**src/hdl/hvc_pkg.sv**
```systemverilog
// Shared types, constants and helpers for the heating valve controller.
// No dependencies; used by hvc_valve.sv and heating_valve_controller_core.sv.

package hvc_pkg;

  // Valve phases
  localparam logic [1:0] PH_CLOSED  = 2'd0;
  localparam logic [1:0] PH_OPENING = 2'd1;
  localparam logic [1:0] PH_OPENED  = 2'd2;
  localparam logic [1:0] PH_CLOSING = 2'd3;

  // Configuration register indexes
  localparam logic [2:0] REG_ROOM_SETPOINT   = 3'd0;
  localparam logic [2:0] REG_BAND_HALF_WIDTH = 3'd1;
  localparam logic [2:0] REG_OPEN_ANGLE      = 3'd2;
  localparam logic [2:0] REG_CLOSE_ANGLE     = 3'd3;
  localparam logic [2:0] REG_CLOSE_DELAY     = 3'd4;

  localparam int unsigned TEMP_W  = 11;
  localparam int unsigned DEG_W   = 8;
  localparam int unsigned ANGLE_W = 14;
  localparam int unsigned DELAY_W = 17;
  localparam int unsigned CFG_W   = 17;

  localparam logic [7:0]         SETPOINT_RST  = 8'd22;
  localparam logic [7:0]         DEVIATION_RST = 8'd2;
  localparam logic [DELAY_W-1:0] CLOSE_WAIT_RST = 17'd50000;

  // Condition flags handed to the valve machine
  typedef struct packed {
    logic water_cold;
    logic water_hot;
    logic room_cold;
    logic room_hot;
    logic at_open;
    logic at_close;
  } flags_t;

  // One result beat
  typedef struct packed {
    logic [1:0] phase;
    logic       step;
    logic       dir_open;
    logic       enable;
    logic       pump;
  } result_t;

  // Tenths to whole degrees, rounded: (t + 5) / 10.
  // x * 6554 >> 16 equals x / 10 exactly for x < 16384; x is at most 2052.
  function automatic logic [DEG_W-1:0] whole_degrees(input logic [TEMP_W-1:0] tenths);
    logic [TEMP_W:0]    x;
    logic [TEMP_W+13:0] prod;
    begin
      x    = {1'b0, tenths} + 12'd5;
      prod = {13'd0, x} * 25'd6554;
      whole_degrees = prod[23:16];
    end
  endfunction

endpackage

```
**src/hdl/hvc_valve.sv**
```systemverilog
// Valve phase machine: holds phase, pump/enable/direction levels and the close delay.
// Depends on hvc_pkg.

module hvc_valve (
  input  logic                           clk,
  input  logic                           rst,
  input  logic                           fire,
  input  hvc_pkg::flags_t                flags,
  input  logic [hvc_pkg::DELAY_W-1:0]    close_delay_ticks,
  output hvc_pkg::result_t               result_next
);

  logic [1:0]                    phase, phase_next;
  logic                          pump, pump_next;
  logic                          enable, enable_next;
  logic                          dir_open, dir_open_next;
  logic [hvc_pkg::DELAY_W-1:0]   close_wait, close_wait_next;
  logic                          step;

  always_comb begin
    phase_next      = phase;
    pump_next       = pump;
    enable_next     = enable;
    dir_open_next   = dir_open;
    close_wait_next = close_wait;
    step            = 1'b0;
    case (phase)
      hvc_pkg::PH_CLOSED: begin
        if (flags.water_hot) begin
          pump_next     = 1'b0;
          dir_open_next = 1'b1;
          enable_next   = 1'b1;
          phase_next    = hvc_pkg::PH_OPENING;
        end else begin
          enable_next = 1'b0;
        end
      end
      hvc_pkg::PH_OPENED: begin
        if (flags.water_cold) begin
          pump_next = 1'b0;
          if (close_wait != '0) begin
            close_wait_next = close_wait - 1'b1;
          end else begin
            dir_open_next   = 1'b0;
            enable_next     = 1'b1;
            phase_next      = hvc_pkg::PH_CLOSING;
            close_wait_next = close_delay_ticks;
          end
        end else if (flags.room_hot) begin
          enable_next = 1'b0;
          pump_next   = 1'b0;
        end else if (flags.room_cold) begin
          enable_next = 1'b0;
          pump_next   = 1'b1;
        end
      end
      hvc_pkg::PH_OPENING: begin
        if (!flags.at_open) step = 1'b1;
        else phase_next = hvc_pkg::PH_OPENED;
      end
      default: begin
        if (!flags.at_close) step = 1'b1;
        else phase_next = hvc_pkg::PH_CLOSED;
      end
    endcase
  end

  assign result_next = '{phase: phase_next, step: step, dir_open: dir_open_next,
                         enable: enable_next, pump: pump_next};

  always_ff @(posedge clk) begin
    if (rst) begin
      phase      <= hvc_pkg::PH_CLOSED;
      pump       <= 1'b0;
      enable     <= 1'b0;
      dir_open   <= 1'b0;
      close_wait <= hvc_pkg::CLOSE_WAIT_RST;
    end else if (fire) begin
      phase      <= phase_next;
      pump       <= pump_next;
      enable     <= enable_next;
      dir_open   <= dir_open_next;
      close_wait <= close_wait_next;
    end
  end

endmodule

```
**src/hdl/heating_valve_controller_core.sv**
```systemverilog
// Pipeline: input beat to result beat through the input register, then the result register.
// Throughput: one beat per cycle; the input register moves on when the result
// register is free or its beat leaves in the same cycle.
// Reset (rst, synchronous): pipeline emptied, registers back to defaults,
// valve closed, pump/enable/direction low, close delay 50000 ticks.
// Top level; depends on hvc_pkg and hvc_valve.

module heating_valve_controller_core (
  input  logic        clk,
  input  logic        rst,
  // Input beat: [10:0] room_temp_tenths, [21:11] water_temp_tenths,
  // [35:22] valve_angle, [39:36] zero
  input  logic        s_tvalid,
  output logic        s_tready,
  input  logic [39:0] s_tdata,
  // Result beat: [0] pump_on, [1] motor_enable, [2] motor_dir_open,
  // [3] step_pulse, [5:4] valve_phase, [7:6] zero
  output logic        m_tvalid,
  input  logic        m_tready,
  output logic [7:0]  m_tdata,
  // Configuration writes
  input  logic                      cfg_wen,
  input  logic [2:0]                cfg_index,
  input  logic [hvc_pkg::CFG_W-1:0] cfg_data
);

  // Configuration registers
  logic [7:0]                    room_setpoint;
  logic [7:0]                    band_half_width;
  logic [hvc_pkg::ANGLE_W-1:0]   open_angle;
  logic [hvc_pkg::ANGLE_W-1:0]   close_angle;
  logic [hvc_pkg::DELAY_W-1:0]   close_delay_ticks;

  always_ff @(posedge clk) begin
    if (rst) begin
      room_setpoint     <= hvc_pkg::SETPOINT_RST;
      band_half_width   <= hvc_pkg::DEVIATION_RST;
      open_angle        <= '0;
      close_angle       <= '0;
      close_delay_ticks <= hvc_pkg::CLOSE_WAIT_RST;
    end else if (cfg_wen) begin
      case (cfg_index)
        hvc_pkg::REG_ROOM_SETPOINT:   room_setpoint     <= cfg_data[7:0];
        hvc_pkg::REG_BAND_HALF_WIDTH: band_half_width   <= cfg_data[7:0];
        hvc_pkg::REG_OPEN_ANGLE:      open_angle        <= cfg_data[13:0];
        hvc_pkg::REG_CLOSE_ANGLE:     close_angle       <= cfg_data[13:0];
        hvc_pkg::REG_CLOSE_DELAY:     close_delay_ticks <= cfg_data[16:0];
        default: ; // unknown index, write dropped
      endcase
    end
  end

  // Stage handshake: each stage advances when empty or when the next one advances
  logic in_valid;
  logic adv_out, adv_in;

  assign adv_out  = !m_tvalid || m_tready;
  assign adv_in   = !in_valid || adv_out;
  assign s_tready = adv_in;

  // Stage 1: raw input register
  logic [hvc_pkg::TEMP_W-1:0]  room_raw, water_raw;
  logic [hvc_pkg::ANGLE_W-1:0] angle_raw;

  always_ff @(posedge clk) begin
    if (rst) in_valid <= 1'b0;
    else if (adv_in) in_valid <= s_tvalid;
  end

  always_ff @(posedge clk) begin
    if (adv_in && s_tvalid) begin
      room_raw  <= s_tdata[10:0];
      water_raw <= s_tdata[21:11];
      angle_raw <= s_tdata[35:22];
    end
  end

  // Round to whole degrees, compare signed against the band.
  // Band limits span -255..510, so 10-bit signed covers them.
  logic [7:0]          room_deg, water_deg;
  logic signed [9:0]   low_bound, high_bound, room_s, water_s;
  hvc_pkg::flags_t     flags;

  always_comb begin
    room_deg   = hvc_pkg::whole_degrees(room_raw);
    water_deg  = hvc_pkg::whole_degrees(water_raw);
    room_s     = signed'({2'b00, room_deg});
    water_s    = signed'({2'b00, water_deg});
    low_bound  = signed'({2'b00, room_setpoint}) - signed'({2'b00, band_half_width});
    high_bound = signed'({2'b00, room_setpoint}) + signed'({2'b00, band_half_width});
    flags.water_cold = water_s < low_bound;
    flags.water_hot  = water_s > high_bound;
    flags.room_cold  = room_s < low_bound;
    flags.room_hot   = room_s > high_bound;
    flags.at_open    = angle_raw == open_angle;
    flags.at_close   = angle_raw == close_angle;
  end

  // Stage 2: valve machine updates its state as the result is registered
  logic             fire;
  hvc_pkg::result_t result_next, result;

  assign fire = adv_out && in_valid;

  hvc_valve u_valve (
    .clk               (clk),
    .rst               (rst),
    .fire              (fire),
    .flags             (flags),
    .close_delay_ticks (close_delay_ticks),
    .result_next       (result_next)
  );

  always_ff @(posedge clk) begin
    if (rst) m_tvalid <= 1'b0;
    else if (adv_out) m_tvalid <= in_valid;
  end

  always_ff @(posedge clk) begin
    if (fire) result <= result_next;
  end

  assign m_tdata = {2'b00, result.phase, result.step, result.dir_open,
                    result.enable, result.pump};

endmodule

```
**config.mk**
```make
export PLATFORM = sky130hd
export DESIGN_NAME = heating_valve_controller_core
export DESIGN_NICKNAME = d
export VERILOG_FILES = /design/src/hdl/hvc_pkg.sv /design/src/hdl/hvc_valve.sv /design/src/hdl/heating_valve_controller_core.sv
export SDC_FILE = /design/constraint.sdc
export NUM_CORES = 1
export LEC_CHECK = 0
export ABC_AREA = 1
export ABC_CLOCK_PERIOD_IN_PS = 15300
export BUFFER_PORTS_ARGS = -buffer_cell sky130_fd_sc_hd__buf_2
export CAP_MARGIN = 40
export CORE_MARGIN = 2
export CORE_UTILIZATION = 60
export DETAILED_ROUTE_END_ITERATION = 8
export PLACE_DENSITY = 0.86
export RECOVER_POWER = 50
export SLEW_MARGIN = 0
export SYNTH_ARGS = -nofsm -noshare
export SYNTH_HDL_FRONTEND = slang
export SYNTH_SLANG_ARGS = --single-unit
```
**constraint.sdc**
```tcl
create_clock -name clk -period 15.3 [get_ports clk]
set_input_delay 3.06 -clock clk [delete_from_list [all_inputs] [get_ports clk]]
set_output_delay 3.06 -clock clk [all_outputs]
set_load 0.005 [all_outputs]
```
==> flow_metrics.tcl <==
set metrics [dict create \
    required_ns 15.65 \
    leakage_nw 6.87 \
    cts_sinks 127 \
    place_inst 1825 \
    final_nets 1922 \
    cp_max_fo 24 \
    pwr-share-comb 0.673 \
    drc_errors 0 \
    track_usage 0.258 \
    overflow 0 \
    worstSetupStartpointType "flip-flop" \
    worstSetupPathType "reg2reg" \
    tns_ns 0 \
    fin_worst_skew_ns 0.0115 \
    coreArea_um2 20100 \
    tightestPinTransition_ns 1.78 \
    drt_wl_total_mm 26.5 \
    die-area_um2 21500 \
    seqPwrFrac 0.166 \
    irDropWorstVdd_mv 0.0916 \
    layout-drive-gt1-share 0.0788 \
    cts_root_buffer "clkbuf_16" \
    p_int_mw 1.22 \
    synth_cells 1501 \
    dr.first_iter.drc_count 446 \
    crit_top_cell "nand2_1" \
    drtAntennaViolNets 0 \
    clk-insertion-delay-late_ns 0.42 \
    dr_total_vias 9863 \
    syn_area_per_cell_um2 8.13 \
    grt_pass1_vias 10274 \
    numCtsBuffers 17 \
    switching_share 0.474 \
    fin_area_um2 13400 \
    area_growth_pct 9.57 \
    globalplace.congestion 0.903 \
    clkPwrFrac 0.161 \
    mostFrequentLayoutCells "324 x inv_1, 207 x ha_1, 202 x nand2_1" \
    path_clk_slew_ns 0.06 \
    hold_viol_final 0 \
    fp-row-count 52 \
    min_path_type "reg2reg" \
    cap_violations 1 \
    yosys_warnings 0 \
    finalNonFillerCells 1857 \
    postCtsSetupBuffers 0 \
    drv_slew 29 \
    place_hpwl_mm 21.1 \
    die_y_um 147 \
    switchingPower_mw 1.10 \
    chipWidth_um 147 \
    routed_via_density 5.31 \
    start_util 0.607 \
    ctsHoldBuffers 0 \
    violations "capacitance limit, slew limit" \
    cp_slowest_cell "fa_1" \
    grt_max_degree 53 \
    portBuffers 68 \
    crit_start "water_raw[0]$_DFFE_PP_" \
    yosysSeqAreaShare 0.243 \
    fin_crit_sh 0.540 \
    wl_per_cell_um 14.3 \
    max_slew_margin -0.189 \
    worstPathArrival_ns 8.62 \
    post_cts_resized 0 \
    max_stage_delay_ns 0.55 \
    cts_tree "yes" \
    ys_ff_latch 127 \
    htreeDepth 4 \
    rsz0062_at_grt "false" \
    outcome "finished with violations" \
    r2r_start "water_raw[0]$_DFFE_PP_" \
    grt_pass1_wl_mm 45.6 \
    clockBufferDepth 2 \
    io_pins 75 \
    drtPass1Iterations 4 \
    insertedDiodeCount 0 \
    endpoint_kind "flip-flop" \
    place_area_um2 12800 \
    antenna_found_initial 0 \
    syn_area_um2 12200 \
    min_from "close_angle[10]$_SDFFE_PP0P_" \
    ys_types 50 \
    min_period_ns 8.27 \
    final_common_cell "inv_1" \
    finalSetupViolations 0 \
    p_per_area_nw_per_um2 173 \
    fmax_ghz 0.121 \
]
layer usage:
layer | track usage | vias to the layer above | routed length, um
met1 | 0.304 | 4628 | 11000
met3 | 0.0344 | 68 | 1070
met4 | 0.0840 | 0 | 707
met5 | 0 | - | 0
met2 | 0.483 | 228 | 13800
li1 | - | 4939 | -
worst max-delay path: cells and delay by family (launching register included):
| family | cells | cell delay, ns |
|---|---|---|
| AOI/OAI and AO/OA | 5 | 0.97 |
| xor gates and xnor gates | 1 | 0.53 |
| adders and majority gates | 8 | 3.26 |
| buffers and inverters | 6 | 0.69 |
| DFF | 1 | 0.45 |
| and+or+nand+nor | 18 | 2.28 |
Yosys cell counts, drive strengths merged:
cell	count	area [um^2]
a31oi	3	18.8
o2111ai	1	8.76
edfxtp	42	1260
o21a	1	7.51
o31ai	1	7.51
nand2	204	776
inv	328	1230
nor3b	1	7.51
nand3	44	238
nand4	16	106
buf	6	37.5
and3	1	6.26
ha	207	2590
a21boi	1	7.51
o211ai	6	45.0
mux2	1	11.3
o21bai	5	37.5
conb	1	3.75
dfxtp	85	1700
a31o	1	8.76
o21ai	93	465
clkinv	3	11.3
o22ai	1	6.26
o221ai	1	8.76
nor4	6	37.5
fa	76	1520
and2	3	18.8
a21oi	108	544
or2	7	43.8
nor3	16	91.3
a211oi	4	35.0
nor2	131	541
clkbuf	15	56.3
xnor2	26	228
a21o	6	45.0
xor2	50	438
power groups by stage:
| stage | Sequential, mW | Clock (mW) | Combinational, mW |
|---|---|---|---|
| after CTS | 0.384 | 0.374 | 1.56 |
| final | 0.385 | 0.373 | 1.56 |
| after global routing | 0.387 | 0.387 | 1.84 |
| after global placement | 0.390 | 0 | 1.46 |
| after detailed placement | 0.391 | 0 | 1.54 |
| after floorplan | 0.388 | 0 | 1.21 |
flip-flops by register name, summed over array words and instances (netlist names), 2 cells and up:
name and flops:
room_raw 11, m_tdata 6, angle_raw 14, u_valve.close_wait 17
close_angle 14, room_setpoint 8, open_angle 14, band_half_width 8
u_valve.phase 2, water_raw 11, close_delay_ticks 17
final timing paths:
path	endpoint	slack [ns]	depth (start not counted)
max	u_valve.close_wait[10]$_SDFFE_PP0P_	7.03	38
min	close_angle[10]$_SDFFE_PP0P_	0.46	2
max reg2reg	u_valve.close_wait[10]$_SDFFE_PP0P_	7.03	38
min reg2reg	close_angle[10]$_SDFFE_PP0P_	0.46	2
stage by stage:
step | worst slack, ns | hold slack, ns | util | power, mW
3_3_place_gp | 7.42 | 0.445 | 0.638 | 1.85
2_1_floorplan | 8.71 | 0.424 | - | 1.59
4_1_cts | 7.08 | 0.460 | 0.665 | 2.32
6_report | 7.03 | 0.459 | 0.665 | 2.32
5_1_grt | 6.22 | 0.474 | 0.665 | 2.61
3_5_place_dp | 7.18 | 0.451 | 0.639 | 1.93
layout make-up:
class / count / area, um^2
clock inverters: 13 / 100
inverters: 331 / 1240
multi-input cells: 1023 / 7910
well taps: 270 / 338
clock buffers: 19 / 433
flip-flops and latches: 127 / 2960
fillers: 1604 / 6730
repair buffers: 74 / 387
logic make-up (layout without fill, tap and decap cells):
kind of cell,Yosys count,count (layout),synth area share
and+or+nand+nor,429,429,0.153
buffers and inverters,352,437,0.110
adders and majority gates,283,283,0.337
AOI/OAI and AO/OA,232,232,0.102
DFF,127,127,0.243
xor gates and xnor gates,76,76,0.0545
other,1,2,0.000307
muxes,1,1,0.000923
Power figures use the tool's default switching activity.
